`src/design/isr_pkg.sv`:
```
`timescale 1ns / 1ps

package isr_pkg;

   localparam int RAD_W   = 64;
   localparam int ROOT_W  = (RAD_W + 1) / 2;
   localparam int PAD_W   = 2 * ROOT_W;
   localparam int REM_W   = ROOT_W + 2;
   localparam int LATENCY = ROOT_W;
   localparam int OUT_W   = 32;

   typedef struct packed {
      logic              valid;
      logic [PAD_W-1:0]  rad;
      logic [REM_W-1:0]  rem;
      logic [ROOT_W-1:0] root;
   } isr_stage_type;

endpackage

```
`src/design/isr_cell.sv`:
```
`timescale 1ns / 1ps

module isr_cell (
   input  logic                  clock,
   input  logic                  reset,
   input  isr_pkg::isr_stage_type stage_in,
   output isr_pkg::isr_stage_type stage_out
);
   import isr_pkg::*;

   logic              valid_ff;
   logic [PAD_W-1:0]  rad_ff;
   logic [REM_W-1:0]  rem_ff;
   logic [ROOT_W-1:0] root_ff;

   logic [PAD_W-1:0]  rad_in;
   logic [REM_W-1:0]  rem_in;
   logic [ROOT_W-1:0] root_in;
   logic [REM_W-1:0]  rem_shift;
   logic [REM_W-1:0]  trial;

   always_comb begin
      rem_shift = {stage_in.rem[REM_W-3:0], stage_in.rad[PAD_W-1 -: 2]};
      trial     = {stage_in.root, 2'b01};
      rad_in    = {stage_in.rad[PAD_W-3:0], 2'b00};
      if (rem_shift >= trial) begin
         rem_in  = rem_shift - trial;
         root_in = {stage_in.root[ROOT_W-2:0], 1'b1};
      end else begin
         rem_in  = rem_shift;
         root_in = {stage_in.root[ROOT_W-2:0], 1'b0};
      end
   end

   always_ff @(posedge clock) begin
      if (reset) begin
         valid_ff <= 1'b0;
      end else begin
         valid_ff <= stage_in.valid;
      end
   end

   always_ff @(posedge clock) begin
      rad_ff  <= rad_in;
      rem_ff  <= rem_in;
      root_ff <= root_in;
   end

   assign stage_out.valid = valid_ff;
   assign stage_out.rad   = rad_ff;
   assign stage_out.rem   = rem_ff;
   assign stage_out.root  = root_ff;

endmodule

```
`src/design/integer_square_root.sv`:
```
`timescale 1ns / 1ps

// Floor square root of an unsigned 64-bit radicand, 32-bit root. A new
// request is taken every clock cycle (busy stays low); each result appears
// on rsp_root with rsp_valid high for one cycle, in request order, after
// passing through a row of 32 identical registered cells, each settling
// one root bit with a 34-bit compare and subtract. The receiver cannot
// stall the block and must take every result.

module integer_square_root (
   input  logic                      clock,
   input  logic                      reset,
   input  logic                      start,
   output logic                      busy,
   input  logic [isr_pkg::RAD_W-1:0] req_radicand,
   output logic                      rsp_valid,
   output logic [isr_pkg::OUT_W-1:0] rsp_root
);
   import isr_pkg::*;

   isr_stage_type chain [0:ROOT_W];

   assign busy = 1'b0;

   assign chain[0].valid = start & ~busy;
   assign chain[0].rad   = PAD_W'(req_radicand);
   assign chain[0].rem   = '0;
   assign chain[0].root  = '0;

   for (genvar i = 0; i < ROOT_W; i++) begin : g_cell
      isr_cell u_cell (
         .clock     (clock),
         .reset     (reset),
         .stage_in  (chain[i]),
         .stage_out (chain[i+1])
      );
   end

   assign rsp_valid = chain[ROOT_W].valid;
   assign rsp_root  = OUT_W'(chain[ROOT_W].root);

endmodule

```
`config.mk`:
```
export PLATFORM = sky130hd
export DESIGN_NAME = integer_square_root
export DESIGN_NICKNAME = d
export VERILOG_FILES = /design/src/design/isr_pkg.sv /design/src/design/isr_cell.sv /design/src/design/integer_square_root.sv
export SDC_FILE = /design/constraint.sdc
export NUM_CORES = 2
export LEC_CHECK = 0
export BUFFER_PORTS_ARGS = -buffer_cell sky130_fd_sc_hd__buf_2
export CORE_MARGIN = 4
export CORE_UTILIZATION = 40
export DETAILED_ROUTE_END_ITERATION = 8
export GPL_TIMING_DRIVEN = 0
export HOLD_SLACK_MARGIN = 0.02
export SLEW_MARGIN = 25
export SYNTH_ARGS = -nofsm -noshare
export SYNTH_HDL_FRONTEND = slang
export SYNTH_SLANG_ARGS = --single-unit
```
`constraint.sdc`:
```
create_clock -name clock -period 4.6 [get_ports clock]
set_input_delay 0.23 -clock clock [delete_from_list [all_inputs] [get_ports clock]]
set_output_delay 0.23 -clock clock [all_outputs]
set_load 0.01 [all_outputs]
```
-- After elaboration in Yosys (flattened, before gate mapping)
Cells that the tools add are included.
- memory bits (writable): 0
- ROM bits: 0
- word-level logic and storage cells: 253
- flip-flop bits (word level): 2515
- memories kept: 0
- latch bits: 0
- add/subtract/negate cells: 31
- equality and inequality tests: 0
- multiplexer cells: 63
- divide/modulo/power cells: 0
- shifts and indexed selects: 0
- bitwise logic cells: 0
- multipliers: 0
- reduce and logical (&&, ||, !) cells: 0
- order comparisons: 32
- operator list (kind ; count):
    32-bit two-way mux ; 30
    34-bit by 10-bit >= comparator with 1-bit output ; 1
    34-bit by 11-bit >= comparator with 1-bit output ; 1
    34-bit by 12-bit >= comparator with 1-bit output ; 1
    34-bit by 13-bit >= comparator with 1-bit output ; 1
    34-bit by 14-bit >= comparator with 1-bit output ; 1
    34-bit by 15-bit >= comparator with 1-bit output ; 1
    34-bit by 16-bit >= comparator with 1-bit output ; 1
    34-bit by 17-bit >= comparator with 1-bit output ; 1
    34-bit by 18-bit >= comparator with 1-bit output ; 1
    34-bit by 19-bit >= comparator with 1-bit output ; 1
    34-bit by 20-bit >= comparator with 1-bit output ; 1
    34-bit by 21-bit >= comparator with 1-bit output ; 1
    34-bit by 22-bit >= comparator with 1-bit output ; 1
    34-bit by 23-bit >= comparator with 1-bit output ; 1
    34-bit by 24-bit >= comparator with 1-bit output ; 1
    34-bit by 25-bit >= comparator with 1-bit output ; 1
    34-bit by 26-bit >= comparator with 1-bit output ; 1
    34-bit by 27-bit >= comparator with 1-bit output ; 1
    34-bit by 28-bit >= comparator with 1-bit output ; 1
    34-bit by 29-bit >= comparator with 1-bit output ; 1
    34-bit by 3-bit >= comparator with 1-bit output ; 1
    34-bit by 30-bit >= comparator with 1-bit output ; 1
    34-bit by 31-bit >= comparator with 1-bit output ; 1
    42 further kinds ; 73

-- Longest topological paths before layout
- word-level depth: 2
- gate-level depth with buffers: 14
- mapped depth without buffers: 13

-- Cells and area by module
From an unflattened synthesis, not the netlist that was laid out.
- cell total of the unflattened synthesis: 16091
- area, all modules: 160744.2 um^2
- modules (own cells, without submodules) (module ; area each (um^2) ; cells an instance ; seq. area each (um^2) ; instances):
    isr_cell (g_cell[21].u_cell ...) ; 5049.8 ; 517 ; 2582.5 ; 19
    isr_cell (g_cell[0].u_cell ...) ; 4983.5 ; 482 ; 2582.5 ; 13
    integer_square_root ; 11.3 ; 2 ; 0.0 ; 1

-- Least setup slack after synthesis
Ideal clock, no wire load.
- path kind: reg2reg
- from: register g_cell[26].u_cell.root_ff[0]
- to: register g_cell[27].u_cell.rem_ff[6]
- arrival: 3483 ps
- data required time: 4477 ps
- setup time: 123 ps
- cell stages (with the launch flop): 13
- setup slack: 994 ps
- clock period less this slack: 3606 ps
- path through: dfxtp_1 -> inv_1 -> ha_1 -> nor2b_1 -> o31a_1 -> o31a_1 -> a21o_1 -> a221o_1 -> a221oi_1 -> a21oi_1 -> a21oi_1 -> clkbuf_1 -> mux2_1
- longest elaborated chain between the ends: 2
- elaborated cells on any way between the ends: 3
- ends and longest elaborated chain (item ; RTL line ; RTL):
    from (decl) ; isr_cell.sv:14 ; logic [ROOT_W-1:0] root_ff;
    from (signal assigned) ; isr_cell.sv:46 ; root_ff <= root_in;
    32-bit by 29-bit subtractor with 32-bit output / 34-bit by 29-bit >= comparator with 1-bit output (equally long branches) ; isr_cell.sv:27, isr_cell.sv:26 ;
    32-bit two-way mux * ; isr_cell.sv:26 ; if (rem_shift >= trial) begin
    named net g_cell[27].u_cell.rem_in[6] ; isr_cell.sv:17 ; logic [REM_W-1:0] rem_in;
    to (signal assigned) ; isr_cell.sv:45 ; rem_ff <= rem_in;
    to (decl) ; isr_cell.sv:13 ; logic [REM_W-1:0] rem_ff;
The timed path passes the listed nets; every way through them passes the cells marked *.
A chain may end at the register's enable or synchronous reset.

-- Worst setup path in the final report
- from: register g_cell[28].u_cell.root_ff[0]
- to: register g_cell[29].u_cell.rem_ff[29]
- longest elaborated chain between the ends: 2
- elaborated cells on any way between the ends: 3
- ends and longest elaborated chain (item ; RTL line):
    from (decl) ; isr_cell.sv:14
    from (signal assigned) ; isr_cell.sv:46
    32-bit by 31-bit subtractor with 32-bit output / 34-bit by 31-bit >= comparator with 1-bit output (equally long branches) ; isr_cell.sv:27, isr_cell.sv:26
    32-bit two-way mux * ; isr_cell.sv:26
    named net g_cell[29].u_cell.rem_in[29] ; isr_cell.sv:17
    to (signal assigned) ; isr_cell.sv:45
    to (decl) ; isr_cell.sv:13
Marks and branches as above.

==> out/metrics.yaml <==
status:
  outcome: "finished clean"
layout:
  drive_gt1_frac: 0.07263
  fill_cells: 20862
  area_delta_synth_final_pct: 16.10
  layout.nets: 10015
setup_path:
  timing.critical_path.mode_cell: "a21oi_1"
  rr_worst_depth: 13
  crit_family: "compound AO/OA/AOI/OAI gates"
  path_cells: "inv_1 -> ha_1 -> nand2b_1 -> a21oi_1 -> o31ai_1 -> a31o_2 -> a211o_1 -> a21oi_1 -> nor3_1 -> nand2_1 -> a21oi_1 -> clkbuf_1 -> mux2_2"
  critPathRequiredTime_ps: 5360
  start_kind: "flop"
  worstReg2RegStart: "g_cell[28].u_cell.root_ff[0]$_DFF_P_"
  cp.buffers_inverters: 2
  cp_slowest_cell: "clkbuf_1"
  max_stage_delay_ps: 650
  path_max_fanout: 10
  worst_ep_arrival_time_ps: 5100
  r2r_slack_ps: 250
  crit_path_end_kind: "flop"
  r2r-end: "g_cell[29].u_cell.rem_ff[29]$_DFF_P_"
  critPathKind: "flop to flop"
die:
  fp.dieH_um: 484.4
  start_util: 0.4028
  std_cell_rows: 174
  ios: 101
  die_x_um: 484.4
  core-area_um2: 225300
  dieArea_um2: 234600
power:
  vdd_drop_max_v: 0.0003852
  fin_total_pwr_mw: 59.13
  p_leak_nw: 49.46
  p_per_area_nw_per_um2: 561.1
drt:
  viasPerCell: 4.929
  via_count: 62003
  drtIter0Drc: 3409
  drc_errors: 0
  ant_nets: 0
  first_pass_iters: 6
  detail_route.wl_per_cell_um: 15.30
  routed_wl_um: 192500
logic_synthesis:
  synthFlopType: "dfxtp_1"
  synth_most_common_cell: "dfxtp_1"
  synth_seq_area_share: 0.5509
  yosysTopAreaCell: "dfxtp_1"
  syn-cell-area_um2: 90770
  synthDominantCellAreaShare: 0.5509
  synth.distinct_cells: 90
  ys_top_cells_by_area: "dfxtp_1 55%, ha_1 7.7%, xnor2_1 3.9%"
  synth-seq-cells: 2498
  synth_warnings: 0
  synthCells: 8874
  yosys-top-cells-count: "2498 x dfxtp_1, 709 x inv_1, 561 x ha_1"
  synthArstFlopShare: 0
  synth_edf_count: 0
  syn_avg_cell_area_um2: 10.23
sta:
  final.setup_skew_ps: 54.52
  worstMarginPinSlew_ps: 1087
  rsz0062_at_grt: "no"
  slew_violations: 0
  relSlewSlack: 0.2687
  timing.hold.ws_ps: 120.6
  setup_viol: 0
  hold_viol: 0
  fin_crit_sh: 0.9446
  period_needed_ps: 4345
  max_freq_mhz: 230.1
  setup_tns_ps: 0
job:
  drv_cap: 0
min_path:
  hp-start: "reset"
  min_path_cells: 3
  hp-class: "input port to flop"
  holdPathEnd: "g_cell[28].u_cell.valid_ff$_SDFF_PP0_"
clocking:
  cts_made_buffers: 278
  cts.sinks: 2498
  clkTransAtPathRegs_ps: 50
  clockBufferDepth: 4
  cts_tree: "built"
  htree_levels: 5
  clkLatencyLatePin_ps: 900
  clockRootBuffer: "clkbuf_16"
  postCtsSetupRepairBufs: 0
grt:
  gr-total-overflow: 0
  antenna_found_initial: 1
  grt_pass1_vias: 61943
  grt_pass1_wl_um: 313700
  grt_start_max_net_pins: 17
  gr-usage-all-layers: 0.1610
place:
  portBuffers: 99
  finalWeightedCongestion: 0.9361
  hpwl_um: 145500
==> per-layer routing <==
metal | vias to the layer above | global-route usage | part of all wire
met5 | - | 0 | 0
met4 | 0 | 0.05564 | 0.031
met3 | 430 | 0.02630 | 0.045
met2 | 1305 | 0.2788 | 0.48
met1 | 28973 | 0.2026 | 0.45
li1 | 31295 | - | -
==> logic make-up (layout without fill, tap and decap cells) <==
| kind of cell | Yosys count | in the layout | share of synthesized area |
|---|---|---|---|
| other | 1 | 6 | 0.00004131 |
| AOI/OAI and AO/OA | 1773 | 1773 | 0.1208 |
| DFF | 2498 | 2498 | 0.5509 |
| adders and majority gates | 561 | 561 | 0.07733 |
| and+or+nand+nor | 2225 | 2225 | 0.1225 |
| xor gates and xnor gates | 784 | 784 | 0.07573 |
| muxes | 106 | 106 | 0.01294 |
| buffers and inverters | 926 | 1634 | 0.03973 |
==> worst max-delay path by stage <==
stage	depth (start not counted)	startpoint	end	slack (ps)
2_1_floorplan	12	g_cell[26].u_cell.root_ff[0]$_DFF_P_	g_cell[27].u_cell.rem_ff[6]$_DFF_P_	990
3_3_place_gp	13	g_cell[29].u_cell.root_ff[0]$_DFF_P_	g_cell[30].u_cell.rem_ff[29]$_DFF_P_	-400
3_5_place_dp	13	g_cell[29].u_cell.root_ff[0]$_DFF_P_	g_cell[30].u_cell.rem_ff[29]$_DFF_P_	-450
4_1_cts	14	g_cell[29].u_cell.root_ff[0]$_DFF_P_	g_cell[30].u_cell.rem_ff[22]$_DFF_P_	60
5_1_grt	13	g_cell[28].u_cell.root_ff[0]$_DFF_P_	g_cell[29].u_cell.rem_ff[29]$_DFF_P_	7
6_report	13	g_cell[28].u_cell.root_ff[0]$_DFF_P_	g_cell[29].u_cell.rem_ff[29]$_DFF_P_	250
==> state kept, by name (all words and copies together) (netlist names) <==
register / cells
g_cell.u_cell.valid_ff: 32
g_cell.u_cell.root_ff: 528
g_cell.u_cell.rad_ff: 992
g_cell.u_cell.rem_ff: 946
==> stage by stage <==
step / instances / util / setup WS [ps] / instance area [um^2]
2_1_floorplan: 8875 / - / 994.1 / 90770
3_3_place_gp: 11966 / 0.4217 / -402.0 / 95010
3_5_place_dp: 11966 / 0.4217 / -449.2 / 95010
4_1_cts: 12575 / 0.4675 / 63.94 / 105300
5_1_grt: 12579 / 0.4677 / 6.887 / 105400
6_report: 12579 / 0.4677 / 255.0 / 105400
==> area by class of cell <==
| class | count | area, um^2 | share of cell area |
|---|---|---|---|
| diodes | 4 | 10.01 | 0.00009499 |
| plain buffers | 211 | 933.4 | 0.008857 |
| clock buffers | 380 | 7929 | 0.07524 |
| clock inverters | 96 | 1051 | 0.009974 |
| inverters | 715 | 2684 | 0.02547 |
| multi-input cells | 5451 | 37190 | 0.3530 |
| flip-flops and latches | 2498 | 50010 | 0.4745 |
| well taps | 2992 | 3744 | 0.03552 |
| repair buffers | 232 | 1827 | 0.01733 |
==> where the power goes <==
group | internal [mW] | switching (mW)
clock | 13.1 | 8.37
combinational | 4.44 | 5.51
sequential | 25.2 | 2.52
==> worst min-delay path, cell delays in order <==
cell and delay, ps:
dlygate4sd3_1 520, buf_2 140, nor2b_1 50
==> layout by cell type (no fill, tap or decap), types with 48 or more instances in the layout <==
master and instances:
dfxtp_1 2498, inv_1 709, ha_1 561, a21oi_1 548, nand2_1 545, nor2_1 526, xnor2_1 399, xor2_1 384
o21ai_0 382, clkbuf_16 285, a21o_1 245, nor3_1 215, clkbuf_1 211, dlygate4sd3_1 133, nand3_1 128, nor2b_1 122
nand2b_1 120, nor4_1 101, buf_2 101, nand4_1 97, or3_1 92, o21a_1 90, o21ai_1 74, o31ai_1 67
mux2_2 59, a31oi_1 57, a211oi_1 48, and3_1 48, or4_1 48
==> timing repair <==
action,4_1_cts,5_1_grt
endpoints found under the hold margin,97,0
setup endpoints to repair,40,58
resized for setup,5,15
hold buffers,133,0
Power figures use the tool's default switching activity.
